**config.mk**
```make
export PLATFORM = sky130hd
export DESIGN_NAME = adc_level_tracker_with_counter_compare_flat
export DESIGN_NICKNAME = d
export VERILOG_FILES = /design/src/hw/rtl/alt_pkg.sv /design/src/hw/rtl/alt_in_if.sv /design/src/hw/rtl/alt_out_if.sv /design/src/hw/rtl/alt_cfg_if.sv /design/src/hw/rtl/alt_regs.sv /design/src/hw/rtl/alt_div.sv /design/src/hw/rtl/adc_level_tracker_with_counter_compare.sv /design/src/flat_wrapper.sv
export SDC_FILE = /design/constraint.sdc
export NUM_CORES = 1
export LEC_CHECK = 0
export BUFFER_PORTS_ARGS = -buffer_cell sky130_fd_sc_hd__buf_2
export CORE_MARGIN = 2
export CORE_UTILIZATION = 55
export DETAILED_ROUTE_END_ITERATION = 10
export PLACE_DENSITY_LB_ADDON = 0.1
export SLEW_MARGIN = 20
export SYNTH_ARGS = -nofsm -noshare
export SYNTH_HDL_FRONTEND = slang
export SYNTH_HIERARCHICAL = 1
export SYNTH_SLANG_ARGS = --single-unit
export TNS_END_PERCENT = 50
```
**constraint.sdc**
```tcl
create_clock -name i_clk -period 8.2 [get_ports i_clk]
set_input_delay 2.46 -clock i_clk [delete_from_list [all_inputs] [get_ports i_clk]]
set_output_delay 2.46 -clock i_clk [all_outputs]
set_load 0.01 [all_outputs]
```
**src/hw/rtl/alt_pkg.sv**
```systemverilog
`default_nettype none

package alt_pkg;

    localparam int SAMPLE_W       = 10;
    localparam int LEVEL_W        = 8;
    localparam int NUM_W          = 20;
    localparam int RECIP_W        = 31;
    localparam int RECIP_SHIFT    = 30;
    localparam int CFG_IDX_W      = 2;
    localparam int CFG_DATA_W     = 10;
    localparam int GROUP_SIZE_DEF = 16;

    localparam logic [SAMPLE_W-1:0] OFFSET       = 10'd20;
    localparam logic [SAMPLE_W-1:0] COMP_DEN     = 10'd1003;
    localparam logic [SAMPLE_W-1:0] FULL_SCALE   = 10'd1023;
    localparam logic [LEVEL_W-1:0]  LEVEL_MAX    = 8'd255;
    localparam logic [SAMPLE_W-1:0] LOW_CUT_RST  = 10'd30;
    localparam logic [SAMPLE_W-1:0] HIGH_CUT_RST = 10'd1013;
    localparam logic [LEVEL_W-1:0]  DEADBAND_RST = 8'd5;

    // rounded-up reciprocals scaled by 2^RECIP_SHIFT, exact for the numerators used
    localparam logic [RECIP_W-1:0] COMP_RECIP =
        RECIP_W'(((64'd1 << RECIP_SHIFT) + 64'(COMP_DEN) - 64'd1) / 64'(COMP_DEN));
    localparam logic [RECIP_W-1:0] SCALE_RECIP =
        RECIP_W'(((64'd1 << RECIP_SHIFT) + 64'(FULL_SCALE) - 64'd1) / 64'(FULL_SCALE));

    typedef enum logic [CFG_IDX_W-1:0] {
        REG_LOW_CUT  = 2'd0,
        REG_HIGH_CUT = 2'd1,
        REG_DEADBAND = 2'd2
    } t_cfg_idx;

    typedef struct packed {
        logic [SAMPLE_W-1:0] low_cut;
        logic [SAMPLE_W-1:0] high_cut;
        logic [LEVEL_W-1:0]  deadband;
    } t_cfg;

    typedef enum logic [2:0] {
        ST_IDLE,
        ST_AVG,
        ST_CUT,
        ST_COMP,
        ST_TGT,
        ST_STEP,
        ST_OUT
    } t_state;

endpackage

`default_nettype wire

```
**src/hw/rtl/alt_in_if.sv**
```systemverilog
`default_nettype none

interface alt_in_if;
    logic                          valid;
    logic                          ready;
    logic [alt_pkg::SAMPLE_W-1:0]  sample;
    logic                          up_button;
    logic                          down_button;

    modport source (output valid, output sample, output up_button, output down_button,
                    input ready);
    modport sink   (input valid, input sample, input up_button, input down_button,
                    output ready);
endinterface

`default_nettype wire

```
**src/hw/rtl/alt_out_if.sv**
```systemverilog
`default_nettype none

interface alt_out_if;
    logic                          valid;
    logic                          ready;
    logic [alt_pkg::SAMPLE_W-1:0]  average;
    logic [alt_pkg::LEVEL_W-1:0]   level;
    logic [alt_pkg::LEVEL_W-1:0]   count_value;
    logic                          level_above;

    modport source (output valid, output average, output level, output count_value,
                    output level_above, input ready);
    modport sink   (input valid, input average, input level, input count_value,
                    input level_above, output ready);
endinterface

`default_nettype wire

```
**src/hw/rtl/alt_cfg_if.sv**
```systemverilog
`default_nettype none

interface alt_cfg_if;
    logic                            valid;
    logic                            ready;
    logic [alt_pkg::CFG_IDX_W-1:0]   idx;
    logic [alt_pkg::CFG_DATA_W-1:0]  data;

    modport source (output valid, output idx, output data, input ready);
    modport sink   (input valid, input idx, input data, output ready);
endinterface

`default_nettype wire

```
**src/hw/rtl/alt_regs.sv**
```systemverilog
`default_nettype none

module alt_regs (
    input  logic          i_clk,
    input  logic          i_rst_n,
    alt_cfg_if.sink       i_cfg,
    output alt_pkg::t_cfg o_cfg
);
    import alt_pkg::*;

    t_cfg r_cfg;

    assign i_cfg.ready = 1'b1;
    assign o_cfg       = r_cfg;

    always_ff @(posedge i_clk) begin
        if (!i_rst_n) begin
            r_cfg.low_cut  <= LOW_CUT_RST;
            r_cfg.high_cut <= HIGH_CUT_RST;
            r_cfg.deadband <= DEADBAND_RST;
        end else if (i_cfg.valid) begin
            unique case (t_cfg_idx'(i_cfg.idx))
                REG_LOW_CUT:  r_cfg.low_cut  <= i_cfg.data[SAMPLE_W-1:0];
                REG_HIGH_CUT: r_cfg.high_cut <= i_cfg.data[SAMPLE_W-1:0];
                REG_DEADBAND: r_cfg.deadband <= i_cfg.data[LEVEL_W-1:0];
                default: begin
                end
            endcase
        end
    end

endmodule

`default_nettype wire

```
**src/hw/rtl/alt_div.sv**
```systemverilog
`default_nettype none

module alt_div (
    input  logic                        i_clk,
    input  logic                        i_rst_n,
    input  logic                        i_start,
    input  logic [alt_pkg::NUM_W-1:0]   i_num,
    input  logic [alt_pkg::RECIP_W-1:0] i_recip,
    output logic                        o_done,
    output logic [alt_pkg::NUM_W-1:0]   o_quo
);
    import alt_pkg::*;

    localparam int PROD_W = NUM_W + RECIP_W;

    logic               r_busy;
    logic               r_done;
    logic [NUM_W-1:0]   r_num;
    logic [RECIP_W-1:0] r_recip;
    logic [NUM_W-1:0]   r_quo;
    logic [PROD_W-1:0]  w_prod;

    // quotient by a constant from the scaled reciprocal product
    assign w_prod = PROD_W'(r_num) * PROD_W'(r_recip);

    assign o_done = r_done;
    assign o_quo  = r_quo;

    always_ff @(posedge i_clk) begin
        if (!i_rst_n) begin
            r_busy <= 1'b0;
            r_done <= 1'b0;
        end else begin
            r_done <= 1'b0;
            if (i_start && !r_busy) begin
                r_busy <= 1'b1;
            end else if (r_busy) begin
                r_busy <= 1'b0;
                r_done <= 1'b1;
            end
        end
    end

    always_ff @(posedge i_clk) begin
        if (i_start && !r_busy) begin
            r_num   <= i_num;
            r_recip <= i_recip;
        end
        if (r_busy) begin
            r_quo <= w_prod[RECIP_SHIFT +: NUM_W];
        end
    end

`ifndef NO_ASSERTIONS
    a_no_restart: assert property (@(posedge i_clk) disable iff (!i_rst_n)
        i_start |-> !r_busy)
        else $error("divider started while busy");

    a_done_after_busy: assert property (@(posedge i_clk) disable iff (!i_rst_n)
        $rose(r_done) |-> ($past(r_busy) && !r_busy))
        else $error("divider done without a running division");
`endif

endmodule

`default_nettype wire

```
**src/hw/rtl/adc_level_tracker_with_counter_compare.sv**
```systemverilog
`default_nettype none

// Converter samples are summed in groups of GROUP_SIZE; every sample that does not
// close a group is accepted without holding off the input. The sample that closes a
// group also samples the two active-low buttons (a falling edge steps the 8-bit
// counter up or down) and starts the level update, during which no input is
// taken: the group average, the compensated value and the 0..255 target each come
// from one shared unit that divides by a constant through a multiply by its scaled
// reciprocal, so after the closing sample the input is held off through the average,
// cut, compensation, target, step and output states (compensation and target are
// skipped when a cut forces the level), and longer while the previous result still
// waits to be taken. One result per group waits in an output register and is shown
// until it is taken; the next group's samples are accepted meanwhile. Configuration
// writes are taken in any cycle and should only be made while the block is idle.
module adc_level_tracker_with_counter_compare #(
    parameter int GROUP_SIZE = alt_pkg::GROUP_SIZE_DEF
) (
    input  logic       i_clk,
    input  logic       i_rst_n,
    alt_in_if.sink     i_in,
    alt_out_if.source  o_out,
    alt_cfg_if.sink    i_cfg
);
    import alt_pkg::*;

    localparam int IDX_W = (GROUP_SIZE > 1) ? $clog2(GROUP_SIZE) : 1;
    localparam int SUM_W = SAMPLE_W + $clog2(GROUP_SIZE);
    localparam logic [IDX_W-1:0] IDX_LAST = IDX_W'(GROUP_SIZE - 1);
    localparam logic [RECIP_W-1:0] GROUP_RECIP =
        RECIP_W'(((64'd1 << RECIP_SHIFT) + 64'(GROUP_SIZE) - 64'd1) / 64'(GROUP_SIZE));

    t_cfg                w_cfg;
    t_state              r_state, n_state;
    logic [SUM_W-1:0]    r_sum, n_sum;
    logic [IDX_W-1:0]    r_idx, n_idx;
    logic [LEVEL_W-1:0]  r_count, n_count;
    logic                r_up_prev, n_up_prev;
    logic                r_dn_prev, n_dn_prev;
    logic [LEVEL_W-1:0]  r_level, n_level;
    logic [SAMPLE_W-1:0] r_avg, n_avg;
    logic [LEVEL_W-1:0]  r_target, n_target;
    logic                r_out_valid, n_out_valid;
    logic [SAMPLE_W-1:0] r_out_avg;
    logic [LEVEL_W-1:0]  r_out_level;
    logic [LEVEL_W-1:0]  r_out_count;
    logic                r_out_above;

    logic                w_accept;
    logic                w_load;
    logic [SUM_W-1:0]    w_total;
    logic                w_up_fall;
    logic                w_dn_fall;
    logic [SAMPLE_W-1:0] w_diff;
    logic [SAMPLE_W-1:0] w_comp;
    logic                w_rise;
    logic [LEVEL_W-1:0]  w_dist;

    logic                div_start;
    logic [NUM_W-1:0]    div_num;
    logic [RECIP_W-1:0]  div_recip;
    logic                div_done;
    logic [NUM_W-1:0]    div_quo;

    alt_regs u_regs (
        .i_clk   (i_clk),
        .i_rst_n (i_rst_n),
        .i_cfg   (i_cfg),
        .o_cfg   (w_cfg)
    );

    alt_div u_div (
        .i_clk   (i_clk),
        .i_rst_n (i_rst_n),
        .i_start (div_start),
        .i_num   (div_num),
        .i_recip (div_recip),
        .o_done  (div_done),
        .o_quo   (div_quo)
    );

    assign i_in.ready        = (r_state == ST_IDLE);
    assign w_accept          = i_in.valid && (r_state == ST_IDLE);
    assign w_total           = r_sum + SUM_W'(i_in.sample);
    assign w_up_fall         = r_up_prev && !i_in.up_button;
    assign w_dn_fall         = r_dn_prev && !i_in.down_button;
    assign w_diff            = (r_avg > OFFSET) ? (r_avg - OFFSET) : '0;
    assign w_comp            = (div_quo > NUM_W'(FULL_SCALE)) ? FULL_SCALE
                                                              : div_quo[SAMPLE_W-1:0];
    assign w_rise            = r_target > r_level;
    assign w_dist            = w_rise ? (r_target - r_level) : (r_level - r_target);
    assign w_load            = (r_state == ST_OUT) && (!r_out_valid || o_out.ready);

    assign o_out.valid       = r_out_valid;
    assign o_out.average     = r_out_avg;
    assign o_out.level       = r_out_level;
    assign o_out.count_value = r_out_count;
    assign o_out.level_above = r_out_above;

    always_comb begin
        n_state     = r_state;
        n_sum       = r_sum;
        n_idx       = r_idx;
        n_count     = r_count;
        n_up_prev   = r_up_prev;
        n_dn_prev   = r_dn_prev;
        n_level     = r_level;
        n_avg       = r_avg;
        n_target    = r_target;
        n_out_valid = r_out_valid && !o_out.ready;
        div_start   = 1'b0;
        div_num     = '0;
        div_recip   = GROUP_RECIP;

        unique case (r_state)
            ST_IDLE: begin
                if (w_accept) begin
                    if (r_idx != IDX_LAST) begin
                        n_sum = w_total;
                        n_idx = r_idx + 1'b1;
                    end else begin
                        n_sum     = '0;
                        n_idx     = '0;
                        n_up_prev = i_in.up_button;
                        n_dn_prev = i_in.down_button;
                        if (w_up_fall && !w_dn_fall) begin
                            n_count = r_count + 1'b1;
                        end else if (w_dn_fall && !w_up_fall) begin
                            n_count = r_count - 1'b1;
                        end
                        div_start = 1'b1;
                        div_num   = NUM_W'(w_total);
                        div_recip = GROUP_RECIP;
                        n_state   = ST_AVG;
                    end
                end
            end
            ST_AVG: begin
                if (div_done) begin
                    n_avg   = div_quo[SAMPLE_W-1:0];
                    n_state = ST_CUT;
                end
            end
            ST_CUT: begin
                priority if (r_avg < w_cfg.low_cut) begin
                    n_level  = '0;
                    n_target = '0;
                    n_state  = ST_STEP;
                end else if (r_avg > w_cfg.high_cut) begin
                    n_level  = LEVEL_MAX;
                    n_target = LEVEL_MAX;
                    n_state  = ST_STEP;
                end else begin
                    div_start = 1'b1;
                    div_num   = NUM_W'(w_diff) * NUM_W'(FULL_SCALE);
                    div_recip = COMP_RECIP;
                    n_state   = ST_COMP;
                end
            end
            ST_COMP: begin
                if (div_done) begin
                    div_start = 1'b1;
                    div_num   = NUM_W'(w_comp) * NUM_W'(LEVEL_MAX);
                    div_recip = SCALE_RECIP;
                    n_state   = ST_TGT;
                end
            end
            ST_TGT: begin
                if (div_done) begin
                    n_target = div_quo[LEVEL_W-1:0];
                    n_state  = ST_STEP;
                end
            end
            ST_STEP: begin
                if (w_dist > w_cfg.deadband) begin
                    n_level = w_rise ? (r_level + 1'b1) : (r_level - 1'b1);
                end
                n_state = ST_OUT;
            end
            ST_OUT: begin
                if (w_load) begin
                    n_out_valid = 1'b1;
                    n_state     = ST_IDLE;
                end
            end
            default: begin
                n_state = ST_IDLE;
            end
        endcase
    end

    always_ff @(posedge i_clk) begin
        if (!i_rst_n) begin
            r_state     <= ST_IDLE;
            r_sum       <= '0;
            r_idx       <= '0;
            r_count     <= '0;
            r_up_prev   <= 1'b1;
            r_dn_prev   <= 1'b1;
            r_level     <= '0;
            r_out_valid <= 1'b0;
        end else begin
            r_state     <= n_state;
            r_sum       <= n_sum;
            r_idx       <= n_idx;
            r_count     <= n_count;
            r_up_prev   <= n_up_prev;
            r_dn_prev   <= n_dn_prev;
            r_level     <= n_level;
            r_out_valid <= n_out_valid;
        end
    end

    always_ff @(posedge i_clk) begin
        r_avg    <= n_avg;
        r_target <= n_target;
        if (w_load) begin
            r_out_avg   <= r_avg;
            r_out_level <= r_level;
            r_out_count <= r_count;
            r_out_above <= r_level > r_count;
        end
    end

`ifndef NO_ASSERTIONS
    a_idx_range: assert property (@(posedge i_clk) disable iff (!i_rst_n)
        r_idx <= IDX_LAST)
        else $error("sample index beyond group");

    a_low_cut: assert property (@(posedge i_clk) disable iff (!i_rst_n)
        (r_state == ST_CUT && r_avg < w_cfg.low_cut) |=>
            (r_level == '0 && r_state == ST_STEP))
        else $error("low cut did not clear the level");

    a_one_step: assert property (@(posedge i_clk) disable iff (!i_rst_n)
        (r_state == ST_STEP) |=>
            (r_level == $past(r_level) || r_level == $past(r_level) + 8'd1 ||
             r_level == $past(r_level) - 8'd1))
        else $error("level moved more than one step");

    a_out_from_out_state: assert property (@(posedge i_clk) disable iff (!i_rst_n)
        $rose(r_out_valid) |-> ($past(r_state) == ST_OUT))
        else $error("result presented outside the output state");
`endif

endmodule

`default_nettype wire
```
**src/flat_wrapper.sv**
```systemverilog
// flat-port wrapper written by rule: the top's interface ports become plain ports
module adc_level_tracker_with_counter_compare_flat import alt_pkg::*;
#(
    parameter int GROUP_SIZE = alt_pkg::GROUP_SIZE_DEF
)
  (i_clk, i_rst_n, i_in_valid, i_in_sample, i_in_up_button, i_in_down_button, i_in_ready, o_out_valid, o_out_average, o_out_level, o_out_count_value, o_out_level_above, o_out_ready, i_cfg_valid, i_cfg_idx, i_cfg_data, i_cfg_ready);
  alt_in_if i_in_i ();
  alt_out_if o_out_i ();
  alt_cfg_if i_cfg_i ();
  input  logic i_clk;
  input  logic i_rst_n;
  input wire logic [$bits(i_in_i.valid)-1:0] i_in_valid;
  input wire logic [$bits(i_in_i.sample)-1:0] i_in_sample;
  input wire logic [$bits(i_in_i.up_button)-1:0] i_in_up_button;
  input wire logic [$bits(i_in_i.down_button)-1:0] i_in_down_button;
  output wire logic [$bits(i_in_i.ready)-1:0] i_in_ready;
  output wire logic [$bits(o_out_i.valid)-1:0] o_out_valid;
  output wire logic [$bits(o_out_i.average)-1:0] o_out_average;
  output wire logic [$bits(o_out_i.level)-1:0] o_out_level;
  output wire logic [$bits(o_out_i.count_value)-1:0] o_out_count_value;
  output wire logic [$bits(o_out_i.level_above)-1:0] o_out_level_above;
  input wire logic [$bits(o_out_i.ready)-1:0] o_out_ready;
  input wire logic [$bits(i_cfg_i.valid)-1:0] i_cfg_valid;
  input wire logic [$bits(i_cfg_i.idx)-1:0] i_cfg_idx;
  input wire logic [$bits(i_cfg_i.data)-1:0] i_cfg_data;
  output wire logic [$bits(i_cfg_i.ready)-1:0] i_cfg_ready;
  assign i_in_i.valid = i_in_valid;
  assign i_in_i.sample = i_in_sample;
  assign i_in_i.up_button = i_in_up_button;
  assign i_in_i.down_button = i_in_down_button;
  assign i_in_ready = i_in_i.ready;
  assign o_out_valid = o_out_i.valid;
  assign o_out_average = o_out_i.average;
  assign o_out_level = o_out_i.level;
  assign o_out_count_value = o_out_i.count_value;
  assign o_out_level_above = o_out_i.level_above;
  assign o_out_i.ready = o_out_ready;
  assign i_cfg_i.valid = i_cfg_valid;
  assign i_cfg_i.idx = i_cfg_idx;
  assign i_cfg_i.data = i_cfg_data;
  assign i_cfg_ready = i_cfg_i.ready;
  adc_level_tracker_with_counter_compare #(.GROUP_SIZE(GROUP_SIZE)) u_core (.i_clk(i_clk), .i_rst_n(i_rst_n), .i_in(i_in_i), .o_out(o_out_i), .i_cfg(i_cfg_i));
endmodule
```
# Yosys cells after proc, flatten, opt, wreduce, memory -nomap -nowiden

Cells that the tools add are included.

Logic and storage cells: 135
Register bits: 186
Output and inout port bits: 30
Input port bits: 29

Add/subtract/negate cells: 9
Reductions and logical operators: 32
Equal/unequal tests: 17
Multipliers: 3
Muxes and demuxes: 43
Bitwise logic cells: 2
Order comparisons: 7

Operator list:

| operator                                              | count |
|---|---|
| two-way mux 8 bit                                     | 8 |
| one-hot mux 31 bit (2 select lines)                   | 1 |
| two-way mux 20 bit                                    | 3 |
| one-hot mux 20 bit (3 select lines)                   | 1 |
| two-way mux 27 bit                                    | 2 |
| multiplier 20 x 31 -> 50 bit                          | 1 |
| one-hot mux 8 bit (2 select lines)                    | 2 |
| two-way mux 31 bit                                    | 1 |
| two-way mux 14 bit                                    | 2 |
| > comparator 8 bit                                    | 3 |
| two-way mux 3 bit                                     | 8 |
| one-hot mux 3 bit (7 select lines)                    | 1 |
| > comparator 20 x 10 -> 1 bit (second input constant) | 1 |
| multiplier 10 x 10 -> 20 bit (second input constant)  | 1 |
| two-way mux 10 bit                                    | 2 |
| multiplier 10 x 8 -> 18 bit (second input constant)   | 1 |
| two-way mux 18 bit                                    | 1 |
| adder 8 x 1 -> 8 bit (second input constant)          | 2 |
| subtractor 8 x 1 -> 8 bit (second input constant)     | 2 |
| subtractor 8 bit                                      | 2 |
| adder 14 x 10 -> 14 bit                               | 1 |
| > comparator 10 bit                                   | 1 |
| > comparator 10 x 5 -> 1 bit (second input constant)  | 1 |
| less-than comparator 10 bit                           | 1 |
| 26 further kinds                                      | 64 |

# Logic depth before layout (Yosys ltp)

Depth after elaboration: 6
Depth in mapped cells: 27
Depth with buffers taken out: 26

# Cells and area by module

Netlist, hierarchy kept.

Modules (own cells, without submodules):

| module                                 | seq. area each (µm²) | instances | area an instance (µm²) | cells each |
|---|---|---|---|---|
| alt_div                                | 2172.1               | 1         | 21435.6                | 2270 |
| adc_level_tracker_with_counter_compare | 2152.1               | 1         | 10618.9                | 1166 |
| alt_regs                               | 560.5                | 1         | 1186.1                 | 119 |

# Worst setup path before layout

Ideal clock, no wire load.

Path type: flip-flop to flip-flop
Start: reg u_core.u_div.r_num[11]
End: reg u_core.u_div.r_quo[14] (netlist: u_core/u_div/o_quo[14]), data pin
Library setup time: 0.262 ns
Path buffers: 1
Arrival: 6.454 ns
Cell stages (with the launch flop): 25
Clock period less this slack: 6.715 ns
Data required time: 7.938 ns
Path slack: 1.485 ns
Cell sequence: edfxtp_1 > clkbuf_1 > nand2_1 > fa_1 > inv_1 > fa_1 > inv_1 > fa_1 > inv_1 > fa_1 > fa_1 > fa_1 > inv_1 > fa_1 > inv_1 > ha_1 > a21o_1 > a21o_1 > a2111oi_2 > o41ai_1 > o2111ai_1 > nand3_1 > a31oi_2 > o21ai_1 > xor2_1

Cells in the longest elaborated chain, start to end: 1

Ends and longest elaborated chain:

| item                         | line          | source |
|---|---|---|
| start: declaration           | alt_div.sv:18 | `logic [NUM_W-1:0] r_num;` |
| start signal: assignment     | alt_div.sv:46 | `r_num <= i_num;` |
| multiplier 20 x 31 -> 50 bit | alt_div.sv:24 | `assign w_prod = PROD_W'(r_num) * PROD_W'(r_recip);` |
| via u_core.u_div.w_prod[44]  | alt_div.sv:21 | `logic [PROD_W-1:0] w_prod;` |
| end signal: assignment       | alt_div.sv:50 | `r_quo <= w_prod[RECIP_SHIFT +: NUM_W];` |
| end: declaration             | alt_div.sv:20 | `logic [NUM_W-1:0] r_quo;` |

The timed path passes the listed nets, and every way through them passes these cells.
A chain may end at the register's enable or synchronous reset.

# Worst setup path in the final report

Start: reg u_core.u_div.r_num[14]
End: reg u_core.u_div.r_quo[14] (netlist: u_core/u_div/o_quo[14]), data pin

Same word-level chain as after synthesis.

==> metrics.md <==
| Metric | Value |
|---|---|
| Post-synth top cells | `785 x inv_1, 598 x fa_1, 444 x nand2_1` |
| Hold worst-path end | `u_core/u_regs/o_cfg[26]` |
| Xor/xnor share of the synthesized area | `under 10%` |
| GRT Overall Usage | `roughly 28%` |
| Critical path peak fanout | `23` |
| Synth Instances | `3555` |
| Post-Route WL | `~83 mm` |
| Seq/Total Area, Yosys | `roughly 15%` |
| Reg-to-reg critical path startpoint | `u_core/u_div/r_num[14]` |
| Clk_lat worst skew | `approximately 500 ps` |
| Req. time, crit path | `8440 ps` |
| Leading area contributor after synthesis | `fa_1` |
| Reg2reg end | `u_core/u_div/o_quo[14]` |
| Max Cap Viol | `0` |
| Row count | `90` |
| Pre-antenna DRT Iters | `5` |
| Top_reg_cell synth | `edfxtp_1` |
| Final ANT Viol Nets | `0` |
| Initial antenna violation count | `2` |
| Synth top area share | `a little over a third` |
| R2R cell count | `21` |
| Post-synthesis mux area share | `less than 1%` |
| Top area cells in the synthesized netlist | `fa_1 36%, ha_1 12%, edfxtp_1 10%` |
| I/O pin cnt | `just under 60` |
| Min Tclk post-route | `between 7000 and 8000 ps` |
| Status | `complete, no violations` |
| Mapped cell area | `about 33000 sq um` |
| GP Congestion | `about 0.9` |
| CP endpoint kind | `register` |
| Initial drt markers | `~1300` |
| CTS Buffer Depth | `2` |
| Worst Setup Path Type | `reg2reg` |
| Setup Buffers After CTS | `0` |
| Path type of the worst min-delay path | `reg2reg` |
| Global-route wire length before repair | `around 140 mm` |
| PostCTS Resize Cnt | `0` |
| Min-Delay Path Depth | `2` |
| Hold buffer count at cts | `0` |
| Asr flop ratio synth | `0%` |
| Post-DR wirelength/cell | `around 19 um` |
| Synth warn | `6` |
| Main combinational cell family by area after synthesis | `adder cells` |
| Chip height | `249.8 um` |
| Final Hold Vio Count | `0` |
| Fmax achieved | `between 100 and 150 MHz` |
| Register bit total from synthesis | `roughly 190` |
| Largest net degree at the start of global routing | `88` |
| CP Data Arrival Time | `about 8000 ps` |
| Hold_sp | `u_core/u_regs/o_cfg[26]` |
| Total congestion overflow | `0` |
| H-tree levels | `4` |
| Clock Skews | `around 30 ps` |
| Yosys cell types | `between 90 and 100` |
| CTS tree | `done` |
| Slew at the pin with the worst max-slew slack | `~1100 ps` |
| Mean Syn Cell Area | `9.350 sq um` |
| Root Buffer | `clkbuf_16` |
| Num CTS Buffers | `17` |
| Placed Area | `around 34000 sq um` |
| Setup TNS | `0 ps` |
| Synth Area in Simple Gates | `about 15%` |
| Synth Area in Adders | `48.17%` |
| FF-to-FF setup slack | `approximately 380 ps` |
| Total core area | `roughly 60000 sq um` |
| Via count | `23830` |
| Residual DRC count | `0` |
| Final number of setup-violating endpoints | `0` |
| Dpl hpwl | `slightly below 70 mm` |
| Most frequent cell after synthesis | `inv_1` |
| Final period util | `between 90 and 100%` |
| Antenna diodes | `0` |
| Clk slew on worst S/H paths | `about 80 ps` |
| Ratio of cells with drive above 1 in the final layout | `5.767%` |
| Max-slew violations | `0` |
| Final Net Count | `around 4500` |
| Number of port buffers | `57` |
| CTS Sinks | `about 190` |
| Post-synth EDFFs | `between 100 and 150` |
| Die W | `249.8 um` |
| Number of global-route vias before repair | `roughly 26000` |
| Synth Area in Compound Gates | `7.803%` |
| Worst Setup Start Kind | `register` |
| Die Area | `~62000 sq um` |
| RSZ-0062 raised after global routing | `no` |
| Final Instance Area | `35070 sq um` |
| Relative slew slack | `about a quarter` |
| Routed vias/inst | `between 5 and 6` |
| Initial Util | `55.38%` |
| Synth-to-layout area growth | `5.503%` |
final cells by class:
cell class	instances	area [sq um]
Sequential cell	186	4886
Fill cell	5280	24950
Clock inverter	14	148.9
Timing Repair Buffer	121	813.3
Tap cell	782	978.4
Multi-Input combinational cell	2447	24860
Clock buffer	18	429.2
Inverter	786	2950
how the worst max path moves through the flow:
stage / end / slack, ps / start
after floorplan: u_core/u_div/o_quo[14] / 1480 / u_core/u_div/r_num[11]
after global placement: u_core/u_div/o_quo[19] / 520 / u_core/u_div/r_num[14]
after detailed placement: u_core/u_div/o_quo[19] / 430 / u_core/u_div/r_num[15]
after CTS: u_core/u_div/o_quo[19] / 390 / u_core/u_div/r_num[15]
after global routing: u_core/u_div/o_quo[19] / 100 / u_core/u_div/r_num[4]
final: u_core/u_div/o_quo[14] / 380 / u_core/u_div/r_num[14]
stage by stage:
stage / util (%) / hold slack (ps) / std cells / setup slack [ps]
after floorplan: - / 418.3 / 3575 / 1485
after global placement: 57.37 / 442.9 / 4319 / 521.0
after detailed placement: 57.37 / 446.7 / 4319 / 429.1
after CTS: 58.33 / 464.3 / 4351 / 387.1
after global routing: 58.43 / 488.3 / 4354 / 98.01
final: 58.43 / 463.5 / 4354 / 379.7
worst max-delay path, cell delays in order (launching register included):
cell	delay [ps]
edfxtp_1	1090
nand2_1	220
fa_1	610
inv_1	60
fa_1	580
fa_1	440
fa_1	420
fa_1	490
fa_1	530
inv_1	70
fa_1	470
inv_1	40
ha_1	350
a21oi_1	190
o21ai_0	190
a2111oi_2	360
o41ai_1	180
o2111ai_1	380
nand3_1	210
a31oi_2	370
o21ai_1	130
xor2_1	150
logic make-up after synthesis:
logic type,count (synthesis)
AND/OR/NAND/NOR,993
buffers and inverters,942
adder cells (fa/ha/maj),921
AO/OA/AOI/OAI,378
flip-flops,186
XOR/XNOR,103
multiplexers,30
other,2
cell usage in the layout (no fill, tap or decap), types with 10 or more instances in the layout:
master	count
inv_1	785
fa_1	598
nand2_1	444
ha_1	323
and2_1	293
edfxtp_1	116
a21oi_1	95
nor2_1	71
dfxtp_1	69
xnor2_1	64
buf_4	60
o21ai_0	59
buf_2	57
a21o_1	53
xor2_1	39
nor2b_1	39
nand4_1	31
mux2i_1	27
nand3_1	26
a31oi_1	24
conb_1	22
nor3_1	20
a22oi_1	18
clkbuf_16	17
o21bai_1	14
nand2b_1	12
or2_2	11
a21boi_0	11
o211ai_1	10
metal layers:
layer  vias to the layer above  wire (um)  track usage, %
li1                      10930          -               -
met1                     12220      35230           37.00
met2                       577      42090           49.77
met3                       111       3533           3.317
met4                         0       1702           6.695
met5                         -          0               0
state kept, by name, summed over array words and instances, names as in the netlist, 10 cells and up:
register and count:
u_core/u_div/o_quo 20, u_core/u_div/r_num 20, u_core/u_regs/o_cfg 28, u_core/o_out.average 10, u_core/r_sum 14, u_core/u_div/r_recip 31
u_core/r_avg 10
Power is not shown: default switching activity piles up to over one toggle a cycle in this logic, so the estimate is an artifact.
